--- src/hdl/dltq_pkg.sv ---
// Package: request/result types, command and result codes for the timeout queue.
package dltq_pkg;

    localparam int DELTA_W     = 24;
    localparam int MAX_RESULTS = 16;
    localparam logic [DELTA_W-1:0] DELTA_MAX = {DELTA_W{1'b1}};

    // Request commands
    localparam logic [1:0] CMD_TICK       = 2'd0;
    localparam logic [1:0] CMD_SCHEDULE   = 2'd1;
    localparam logic [1:0] CMD_UNSCHEDULE = 2'd2;

    // Result kinds
    localparam logic [1:0] KIND_EXPIRED   = 2'd0;
    localparam logic [1:0] KIND_SCHEDULED = 2'd1;
    localparam logic [1:0] KIND_REJECTED  = 2'd2;
    localparam logic [1:0] KIND_UNSCHED   = 2'd3;

    typedef struct packed {
        logic [1:0]         cmd;
        logic [15:0]        timeout_id;
        logic [7:0]         owner_id;
        logic [DELTA_W-1:0] interval;
    } dltq_req_t;

    typedef struct packed {
        logic [1:0]  kind;
        logic [15:0] out_timeout_id;
        logic [7:0]  out_owner_id;
        logic [4:0]  removed_count;
        logic        last;
    } dltq_rsp_t;

    // Controller to datapath
    typedef struct packed {
        logic       load;
        logic       idx_inc;
        logic       rel_sub;
        logic       wr_delta;
        logic       insert;
        logic       ins_zero;
        logic       drop;
        logic       merge;
        logic       head_sub;
        logic       drop_head;
        logic       emit;
        logic [1:0] emit_kind;
    } dltq_ctl_t;

    // Datapath to controller
    typedef struct packed {
        logic at_end;
        logic full;
        logic empty;
        logic rel_gt;
        logic rel_lt;
        logic d_zero;
        logic match;
        logic head_zero;
        logic k_max;
        logic out_free;
        logic rej;
    } dltq_sts_t;

endpackage

--- src/hdl/delta_list_timeout_queue.sv ---
// Top level: delta-list timeout queue with controller and slot datapath.
//   channel | direction | handshake              | payload
//   in      | input     | in_valid / in_ready    | in_data  (dltq_req_t)
//   out     | output    | out_valid / out_ready  | out_data (dltq_rsp_t)
//   cfg     | input     | cfg_we                 | cfg_wdata (tick interval)
// One request at a time: in_ready is high only while the controller is idle.
// A schedule walks the list one slot a cycle until it finds its place; an
// unschedule walks the whole list and drops every matching slot; a tick takes
// the tick interval off the head delta, then expires each zero-delta head slot.
// Reset empties the list and sets the tick interval to 1.
// A stalled result holds the controller in its emit state until taken.
module delta_list_timeout_queue
    import dltq_pkg::*;
#(
    parameter int QUEUE_DEPTH = 16
)
(
    input  logic      clk,
    input  logic      rst_n,
    input  logic      cfg_we,
    input  logic [7:0] cfg_wdata,
    input  logic      in_valid,
    output logic      in_ready,
    input  dltq_req_t in_data,
    output logic      out_valid,
    input  logic      out_ready,
    output dltq_rsp_t out_data
);

    dltq_ctl_t ctl;
    dltq_sts_t sts;

    dltq_ctrl u_ctrl (
        .clk      (clk),
        .rst_n    (rst_n),
        .in_valid (in_valid),
        .in_cmd   (in_data.cmd),
        .in_ready (in_ready),
        .sts      (sts),
        .ctl      (ctl)
    );

    dltq_datapath #(
        .QUEUE_DEPTH (QUEUE_DEPTH)
    ) u_datapath (
        .clk       (clk),
        .rst_n     (rst_n),
        .cfg_we    (cfg_we),
        .cfg_wdata (cfg_wdata),
        .in_data   (in_data),
        .out_ready (out_ready),
        .out_valid (out_valid),
        .out_data  (out_data),
        .ctl       (ctl),
        .sts       (sts)
    );

endmodule

--- src/hdl/dltq_ctrl.sv ---
// Controller: sequences tick, schedule and unschedule walks over the slot list.
module dltq_ctrl
    import dltq_pkg::*;
(
    input  logic      clk,
    input  logic      rst_n,
    input  logic      in_valid,
    input  logic [1:0] in_cmd,
    output logic      in_ready,
    input  dltq_sts_t sts,
    output dltq_ctl_t ctl
);

    localparam logic [3:0] ST_IDLE      = 4'd0;
    localparam logic [3:0] ST_TICK_SUB  = 4'd1;
    localparam logic [3:0] ST_TICK_FIRE = 4'd2;
    localparam logic [3:0] ST_SCH_WALK  = 4'd3;
    localparam logic [3:0] ST_SCH_INS   = 4'd4;
    localparam logic [3:0] ST_SCH_SKIP  = 4'd5;
    localparam logic [3:0] ST_SCH_DONE  = 4'd6;
    localparam logic [3:0] ST_UNS_WALK  = 4'd7;
    localparam logic [3:0] ST_UNS_MERGE = 4'd8;
    localparam logic [3:0] ST_UNS_DONE  = 4'd9;

    logic [3:0] state_reg, state_next;

    assign in_ready = (state_reg == ST_IDLE);

    // Advance the sequencer
    always_comb
    begin
        state_next = state_reg;
        ctl        = '0;
        unique case (state_reg)
            ST_IDLE:
            begin
                if (in_valid)
                begin
                    ctl.load = 1'b1;
                    if (in_cmd == CMD_TICK)
                        state_next = ST_TICK_SUB;
                    else if (in_cmd == CMD_SCHEDULE)
                        state_next = sts.full ? ST_SCH_DONE : ST_SCH_WALK;
                    else if (in_cmd == CMD_UNSCHEDULE)
                        state_next = ST_UNS_WALK;
                end
            end
            ST_TICK_SUB:
            begin
                ctl.head_sub = !sts.empty && !sts.head_zero;
                state_next   = ST_TICK_FIRE;
            end
            ST_TICK_FIRE:
            begin
                if (sts.empty || !sts.head_zero || sts.k_max)
                    state_next = ST_IDLE;
                else if (sts.out_free)
                begin
                    ctl.emit      = 1'b1;
                    ctl.emit_kind = KIND_EXPIRED;
                    ctl.drop_head = 1'b1;
                end
            end
            ST_SCH_WALK:
            begin
                if (sts.at_end)
                begin
                    ctl.insert = 1'b1;
                    state_next = ST_SCH_DONE;
                end
                else if (sts.rel_gt)
                begin
                    ctl.rel_sub = 1'b1;
                    ctl.idx_inc = 1'b1;
                end
                else if (sts.rel_lt)
                begin
                    ctl.wr_delta = 1'b1;
                    state_next   = ST_SCH_INS;
                end
                else
                begin
                    ctl.idx_inc = 1'b1;
                    state_next  = ST_SCH_SKIP;
                end
            end
            ST_SCH_INS:
            begin
                ctl.insert = 1'b1;
                state_next = ST_SCH_DONE;
            end
            ST_SCH_SKIP:
            begin
                if (!sts.at_end && sts.d_zero)
                    ctl.idx_inc = 1'b1;
                else
                begin
                    ctl.insert   = 1'b1;
                    ctl.ins_zero = 1'b1;
                    state_next   = ST_SCH_DONE;
                end
            end
            ST_SCH_DONE:
            begin
                if (sts.out_free)
                begin
                    ctl.emit      = 1'b1;
                    ctl.emit_kind = sts.rej ? KIND_REJECTED : KIND_SCHEDULED;
                    state_next    = ST_IDLE;
                end
            end
            ST_UNS_WALK:
            begin
                if (sts.at_end)
                    state_next = ST_UNS_DONE;
                else if (sts.match)
                begin
                    ctl.drop   = 1'b1;
                    state_next = ST_UNS_MERGE;
                end
                else
                    ctl.idx_inc = 1'b1;
            end
            ST_UNS_MERGE:
            begin
                ctl.merge  = !sts.at_end;
                state_next = ST_UNS_WALK;
            end
            ST_UNS_DONE:
            begin
                if (sts.out_free)
                begin
                    ctl.emit      = 1'b1;
                    ctl.emit_kind = KIND_UNSCHED;
                    state_next    = ST_IDLE;
                end
            end
            default:
                state_next = ST_IDLE;
        endcase
    end

    always_ff @(posedge clk or negedge rst_n)
    begin
        if (!rst_n)
            state_reg <= ST_IDLE;
        else
            state_reg <= state_next;
    end

endmodule

--- src/hdl/dltq_datapath.sv ---
// Datapath: slot registers, walk index, remaining interval and result register.
module dltq_datapath
    import dltq_pkg::*;
#(
    parameter int QUEUE_DEPTH = 16
)
(
    input  logic       clk,
    input  logic       rst_n,
    input  logic       cfg_we,
    input  logic [7:0] cfg_wdata,
    input  dltq_req_t  in_data,
    input  logic       out_ready,
    output logic       out_valid,
    output dltq_rsp_t  out_data,
    input  dltq_ctl_t  ctl,
    output dltq_sts_t  sts
);

    localparam int CW = $clog2(QUEUE_DEPTH + 1);
    localparam int IW = $clog2(QUEUE_DEPTH);

    logic [15:0]        id_reg   [QUEUE_DEPTH];
    logic [7:0]         own_reg  [QUEUE_DEPTH];
    logic [DELTA_W-1:0] dlt_reg  [QUEUE_DEPTH];
    logic [15:0]        id_next  [QUEUE_DEPTH];
    logic [7:0]         own_next [QUEUE_DEPTH];
    logic [DELTA_W-1:0] dlt_next [QUEUE_DEPTH];

    dltq_req_t          req_reg;
    logic [DELTA_W-1:0] rel_reg, carry_reg;
    logic [CW-1:0]      idx_reg, cnt_reg, cnt_next;
    logic [4:0]         k_reg, rem_reg;
    logic               rej_reg;
    logic [7:0]         tick_reg;
    logic               out_valid_reg;
    dltq_rsp_t          out_reg;

    logic [IW-1:0]      ia;
    logic [DELTA_W-1:0] d_idx, head_sub_val, ins_delta;
    logic [DELTA_W:0]   merge_sum;
    logic [DELTA_W-1:0] merge_val;
    logic               tick_last;

    // Read the slot under the walk index
    assign ia    = idx_reg[IW-1:0];
    assign d_idx = dlt_reg[ia];

    assign merge_sum    = {1'b0, d_idx} + {1'b0, carry_reg};
    assign merge_val    = merge_sum[DELTA_W] ? DELTA_MAX : merge_sum[DELTA_W-1:0];
    assign head_sub_val = (dlt_reg[0] > DELTA_W'(tick_reg)) ?
                          dlt_reg[0] - DELTA_W'(tick_reg) : '0;
    assign ins_delta    = ctl.ins_zero ? '0 : rel_reg;

    // Status back to the controller
    always_comb
    begin
        sts.at_end    = idx_reg >= cnt_reg;
        sts.full      = cnt_reg == CW'(QUEUE_DEPTH);
        sts.empty     = cnt_reg == '0;
        sts.rel_gt    = rel_reg > d_idx;
        sts.rel_lt    = rel_reg < d_idx;
        sts.d_zero    = d_idx == '0;
        sts.match     = (id_reg[ia] == req_reg.timeout_id) && (own_reg[ia] == req_reg.owner_id);
        sts.head_zero = dlt_reg[0] == '0;
        sts.k_max     = k_reg == 5'(MAX_RESULTS);
        sts.out_free  = !out_valid_reg || out_ready;
        sts.rej       = rej_reg;
    end

    // Shift, insert and update the slots
    always_comb
    begin
        cnt_next = cnt_reg;
        for (int j = 0; j < QUEUE_DEPTH; j++)
        begin
            id_next[j]  = id_reg[j];
            own_next[j] = own_reg[j];
            dlt_next[j] = dlt_reg[j];
            if (ctl.insert)
            begin
                if (j > 0 && CW'(j) > idx_reg)
                begin
                    id_next[j]  = id_reg[j-1];
                    own_next[j] = own_reg[j-1];
                    dlt_next[j] = dlt_reg[j-1];
                end
                else if (CW'(j) == idx_reg)
                begin
                    id_next[j]  = req_reg.timeout_id;
                    own_next[j] = req_reg.owner_id;
                    dlt_next[j] = ins_delta;
                end
            end
            if ((ctl.drop && CW'(j) >= idx_reg) || ctl.drop_head)
            begin
                if (j < QUEUE_DEPTH - 1)
                begin
                    id_next[j]  = id_reg[j+1];
                    own_next[j] = own_reg[j+1];
                    dlt_next[j] = dlt_reg[j+1];
                end
            end
            if (ctl.wr_delta && CW'(j) == idx_reg)
                dlt_next[j] = d_idx - rel_reg;
            if (ctl.merge && CW'(j) == idx_reg)
                dlt_next[j] = merge_val;
            if (ctl.head_sub && j == 0)
                dlt_next[j] = head_sub_val;
        end
        if (ctl.insert)
            cnt_next = cnt_reg + 1'b1;
        else if (ctl.drop || ctl.drop_head)
            cnt_next = cnt_reg - 1'b1;
    end

    always_ff @(posedge clk)
    begin
        for (int j = 0; j < QUEUE_DEPTH; j++)
        begin
            id_reg[j]  <= id_next[j];
            own_reg[j] <= own_next[j];
            dlt_reg[j] <= dlt_next[j];
        end
    end

    // Expiry is last when no zero-delta successor follows or the tick quota runs out
    assign tick_last = (cnt_reg == CW'(1)) || (dlt_reg[1] != '0) ||
                       (k_reg == 5'(MAX_RESULTS - 1));

    // Hold the request and walk state
    always_ff @(posedge clk)
    begin
        if (ctl.load)
        begin
            req_reg <= in_data;
            rel_reg <= in_data.interval;
        end
        else if (ctl.rel_sub)
            rel_reg <= rel_reg - d_idx;
        if (ctl.drop)
            carry_reg <= d_idx;
    end

    always_ff @(posedge clk or negedge rst_n)
    begin
        if (!rst_n)
        begin
            cnt_reg       <= '0;
            idx_reg       <= '0;
            k_reg         <= '0;
            rem_reg       <= '0;
            rej_reg       <= 1'b0;
            tick_reg      <= 8'd1;
            out_valid_reg <= 1'b0;
        end
        else
        begin
            cnt_reg <= cnt_next;
            if (cfg_we)
                tick_reg <= cfg_wdata;
            if (ctl.load)
            begin
                idx_reg <= '0;
                k_reg   <= '0;
                rem_reg <= '0;
                rej_reg <= (cnt_reg == CW'(QUEUE_DEPTH));
            end
            else
            begin
                if (ctl.idx_inc)
                    idx_reg <= idx_reg + 1'b1;
                if (ctl.drop && rem_reg != 5'd31)
                    rem_reg <= rem_reg + 1'b1;
                if (ctl.drop_head)
                    k_reg <= k_reg + 1'b1;
            end
            if (ctl.emit)
                out_valid_reg <= 1'b1;
            else if (out_ready)
                out_valid_reg <= 1'b0;
        end
    end

    // Load the result register
    always_ff @(posedge clk)
    begin
        if (ctl.emit)
        begin
            out_reg.kind <= ctl.emit_kind;
            if (ctl.emit_kind == KIND_EXPIRED)
            begin
                out_reg.out_timeout_id <= id_reg[0];
                out_reg.out_owner_id   <= own_reg[0];
                out_reg.last           <= tick_last;
            end
            else
            begin
                out_reg.out_timeout_id <= req_reg.timeout_id;
                out_reg.out_owner_id   <= req_reg.owner_id;
                out_reg.last           <= 1'b1;
            end
            out_reg.removed_count <= (ctl.emit_kind == KIND_UNSCHED) ? rem_reg : 5'd0;
        end
    end

    assign out_valid = out_valid_reg;
    assign out_data  = out_reg;

    a_cnt_bound: assert property (@(posedge clk) disable iff (!rst_n)
        cnt_reg <= CW'(QUEUE_DEPTH))
        else $error("slot count beyond depth");
    a_ins_room: assert property (@(posedge clk) disable iff (!rst_n)
        ctl.insert |-> cnt_reg < CW'(QUEUE_DEPTH))
        else $error("insert into full list");
    a_drop_nonempty: assert property (@(posedge clk) disable iff (!rst_n)
        (ctl.drop || ctl.drop_head) |-> cnt_reg != '0)
        else $error("drop from empty list");
    a_emit_free: assert property (@(posedge clk) disable iff (!rst_n)
        ctl.emit |-> (!out_valid_reg || out_ready))
        else $error("result overwritten");

endmodule
--- config.mk ---
export PLATFORM = sky130hd
export DESIGN_NAME = delta_list_timeout_queue
export DESIGN_NICKNAME = d
export VERILOG_FILES = /design/src/hdl/dltq_pkg.sv /design/src/hdl/delta_list_timeout_queue.sv /design/src/hdl/dltq_ctrl.sv /design/src/hdl/dltq_datapath.sv
export SDC_FILE = /design/constraint.sdc
export NUM_CORES = 2
export LEC_CHECK = 0
export BUFFER_PORTS_ARGS = -buffer_cell sky130_fd_sc_hd__buf_4
export CAP_MARGIN = 5
export CORE_UTILIZATION = 35
export CTS_CLUSTER_SIZE = 25
export DETAILED_ROUTE_END_ITERATION = 7
export GPL_TIMING_DRIVEN = 0
export PLACE_DENSITY = 0.48
export REMOVE_ABC_BUFFERS = 1
export SYNTH_ARGS = -nofsm -noshare
export SYNTH_HDL_FRONTEND = slang
export SYNTH_SLANG_ARGS = --single-unit
--- constraint.sdc ---
create_clock -name clk -period 6.25 [get_ports clk]
set_input_delay 1.25 -clock clk [delete_from_list [all_inputs] [get_ports clk]]
set_output_delay 1.25 -clock clk [all_outputs]
set_load 0.05 [all_outputs]
==> flow_summary.json <==
{
  "status": "complete, but fails checks",
  "violations": "max-capacitance violations, max-slew violations, negative setup slack",
  "crit_end": "u_datapath.dlt_reg[4][15]",
  "max_clock_freq_mhz": 158,
  "critPathKind": "reg -> reg",
  "area_growth_pct": 18.9,
  "r2r-end": "u_datapath.dlt_reg[4][15]",
  "period_needed_ns": 6.33,
  "r2r_setup_slack_ns": -0.08,
  "layout-drive-gt1-share": 0.169,
  "vias": 60300,
  "hold_viol": 0,
  "cts.clk_slew.worst_paths_ns": 0.07,
  "drt_first_iter_violations": 10200,
  "viasPerCell": 6.84,
  "globalRoute.totalOverflow": 0,
  "total_power_mw": 32.5,
  "die_h_um": 425,
  "maxSlewHeadroom": -0.0114,
  "endpoint_kind": "flop",
  "io_pins": 97,
  "arrival_ns": 6.87,
  "grt_pass1_vias": 56000,
  "drv_cap": 2,
  "synthCells": 6404,
  "cts_tree": "done",
  "r2r-start": "u_datapath.idx_reg[0]",
  "power.internal_mw": 17.2,
  "pwr-share-clk": 0.201,
  "worst_pin_slew_ns": 1.51,
  "clockRootBuffer": "clkbuf_16",
  "synth-edff-count": 872,
  "routedWlPerCell_um": 37.5,
  "switching_share": 0.472,
  "drc": 0,
  "cts_buffers": 114,
  "start_util": 0.354,
  "coreArea_um2": 177000,
  "skew_ns": 0.0514,
  "seq_area_frac_synth": 0.432,
  "wl_um": 331000,
  "drtPass1Iterations": 8,
  "gp_congestion": 0.966,
  "ys_ff_latch": 906,
  "grt_max_degree": 62,
  "num_rows": 154,
  "final_nets": 6536,
  "ant_nets": 0,
  "worst_setup_path_start_kind": "flop",
  "power.switching_mw": 15.4,
  "syn_area_per_cell_um2": 9.78,
  "clk_latency_ns": 0.82,
  "cp.required_ns": 6.79,
  "die_w_um": 425,
  "grtUsageTotal": 0.354,
  "p_comb_frac": 0.539,
  "syn_area_um2": 62600,
  "port-buffer-count": 96,
  "power_leakage_nw": 24.0,
  "path_max_fanout": 51,
  "drv_slew": 5,
  "reg2reg_depth": 18,
  "largest_register_ffs": 384,
  "cts_buffer_depth": 3,
  "synth-main-ff-cell": "edfxtp_1",
  "htree_levels": 3,
  "finalWorstSetupSlack_ns": -0.0800,
  "ys_warn_count": 0,
  "cp-startpoint": "u_datapath.idx_reg[0]",
  "power_density_nw_per_um2": 437,
  "cts_sinks": 906,
  "cts_hold_buf": 0,
  "synth_cell_type_count": 99,
  "setup_violations": 2,
  "place_area_um2": 69700,
  "place_hpwl_um": 232000,
  "fin_crit_sh": 1.01,
  "die_area_um2": 181000,
  "grt_pass1_wl_um": 451000,
  "design_area_um2": 74400,
  "seqPwrFrac": 0.260,
  "fill_cells": 16900,
  "hp-class": "in -> async",
  "async_flop_share": 0.0375,
  "dpl_worst_slack_ns": -2.91,
  "ir_drop_v": 0.000500,
  "antenna_found_initial": 12
}
layer usage:
layer	up-vias	wire length [µm]	part of all wire	global-route usage
li1	24300	-	-	-
met1	29700	123000	0.37	0.449
met2	4941	135000	0.41	0.503
met3	1350	45600	0.14	0.127
met4	10	26900	0.081	0.235
met5	-	69	0.00021	0
cells in the final DEF, fill, tap and decap left out, types with 135 or more instances in the layout:
cell type  Yosys  routed
a21oi_1      372     350
buf_4         32     175
edfxtp_1     872     872
mux2i_1      567     567
mux4_2       158     158
nand2_1      900     863
nor2_1       503     462
nor3_1       144     135
o21ai_0      558     554
o22ai_1      199     199
cells by family (layout without fill, tap and decap cells):
family | count (synthesis) | count (layout) | share of synthesized area
AND/OR/NAND/NOR | 1908 | 1911 | 0.133
XOR/XNOR | 102 | 102 | 0.0143
other | 0 | 8 | 0
buffers and inverters | 731 | 791 | 0.0504
adder cells (fa/ha/maj) | 99 | 99 | 0.0203
multiplexers | 778 | 778 | 0.157
flip-flops | 906 | 906 | 0.432
AO/OA/AOI/OAI | 1880 | 1880 | 0.193
stage by stage:
stage,setup TNS [ns],utilization,cells,hold WS [ns]
after global routing,-0.00118,0.421,8807,0.480
after detailed placement,-1407.46,0.394,8514,0.487
after CTS,0,0.418,8781,0.414
after floorplan,-9423.00,-,5790,0.463
final,-0.0915,0.421,8815,0.431
after global placement,-,0.359,8226,0.481
cell type report:
cell class,count,area (µm²),area share
multi-input combinational,4770,33800,0.454
sequential,906,27100,0.363
timing repair buffer,465,6740,0.0905
clock buffer,150,3110,0.0418
tap,2340,2930,0.0393
inverter,117,450,0.00605
clock inverter,59,367,0.00492
antenna,8,20.0,0.000269
cells in the mapped netlist, types with 95 or more instances:
master | count | area [µm²]
a21oi_1 | 372 | 1860
a22oi_1 | 99 | 743
clkbuf_1 | 455 | 1710
edfxtp_1 | 872 | 26200
ha_1 | 95 | 1190
inv_1 | 114 | 428
mux2i_1 | 567 | 5680
mux4_2 | 158 | 3560
nand2_1 | 900 | 3380
nor2_1 | 503 | 1890
nor3_1 | 144 | 721
o211ai_1 | 117 | 878
o21ai_0 | 558 | 2790
o22ai_1 | 199 | 1240
worst min-delay path by stage:
| stage | endpoint | from | slack [ns] | cells past startpoint |
|---|---|---|---|---|
| 5_1_grt | u_datapath.idx_reg[3] | rst_n | 0.48 | 1 |
| 6_report | u_datapath.idx_reg[4] | rst_n | 0.43 | 1 |
| 3_5_place_dp | u_datapath.cnt_reg[4] | u_datapath.cnt_reg[4] | 0.49 | 1 |
| 3_3_place_gp | u_datapath.cnt_reg[4] | u_datapath.cnt_reg[4] | 0.48 | 1 |
| 2_1_floorplan | u_datapath.cnt_reg[4] | u_datapath.cnt_reg[4] | 0.46 | 1 |
| 4_1_cts | u_datapath.idx_reg[3] | rst_n | 0.41 | 1 |
power by group through the flow:
stage | sequential [mW] | combinational, mW | clock (mW)
CTS | 8.44 | 16.6 | 6.55
global placement | 8.89 | 15.0 | 0
global route | 8.47 | 18.2 | 6.76
floorplan | 8.58 | 9.49 | 0
finish | 8.46 | 17.5 | 6.53
detailed placement | 8.57 | 16.4 | 0
worst max-delay path: stages (launching register included):
cell and delay (ns):
dfrtp_4 0.64, buf_16 0.36, and2_2 0.38, buf_12 0.29, a22oi_1 0.14, nand2_1 0.40
inv_1 0.10, ha_2 0.49, nand4_1 0.31, nor2_1 0.22, nand2_1 0.18, o2111a_2 0.42
and3_4 0.34, nand2_2 0.12, buf_12 0.25, nand2_2 0.34, buf_16 0.35, a2111oi_0 0.43
nor3_1 0.12
repair_timing:
action	4_1_cts	5_1_grt
endpoints found under the setup margin	1435	513
cloned	3	1
pin swaps	21	4
resized for setup	71	26
buffers inserted	55	22
Note: power is estimated with default switching activity, not from simulation.
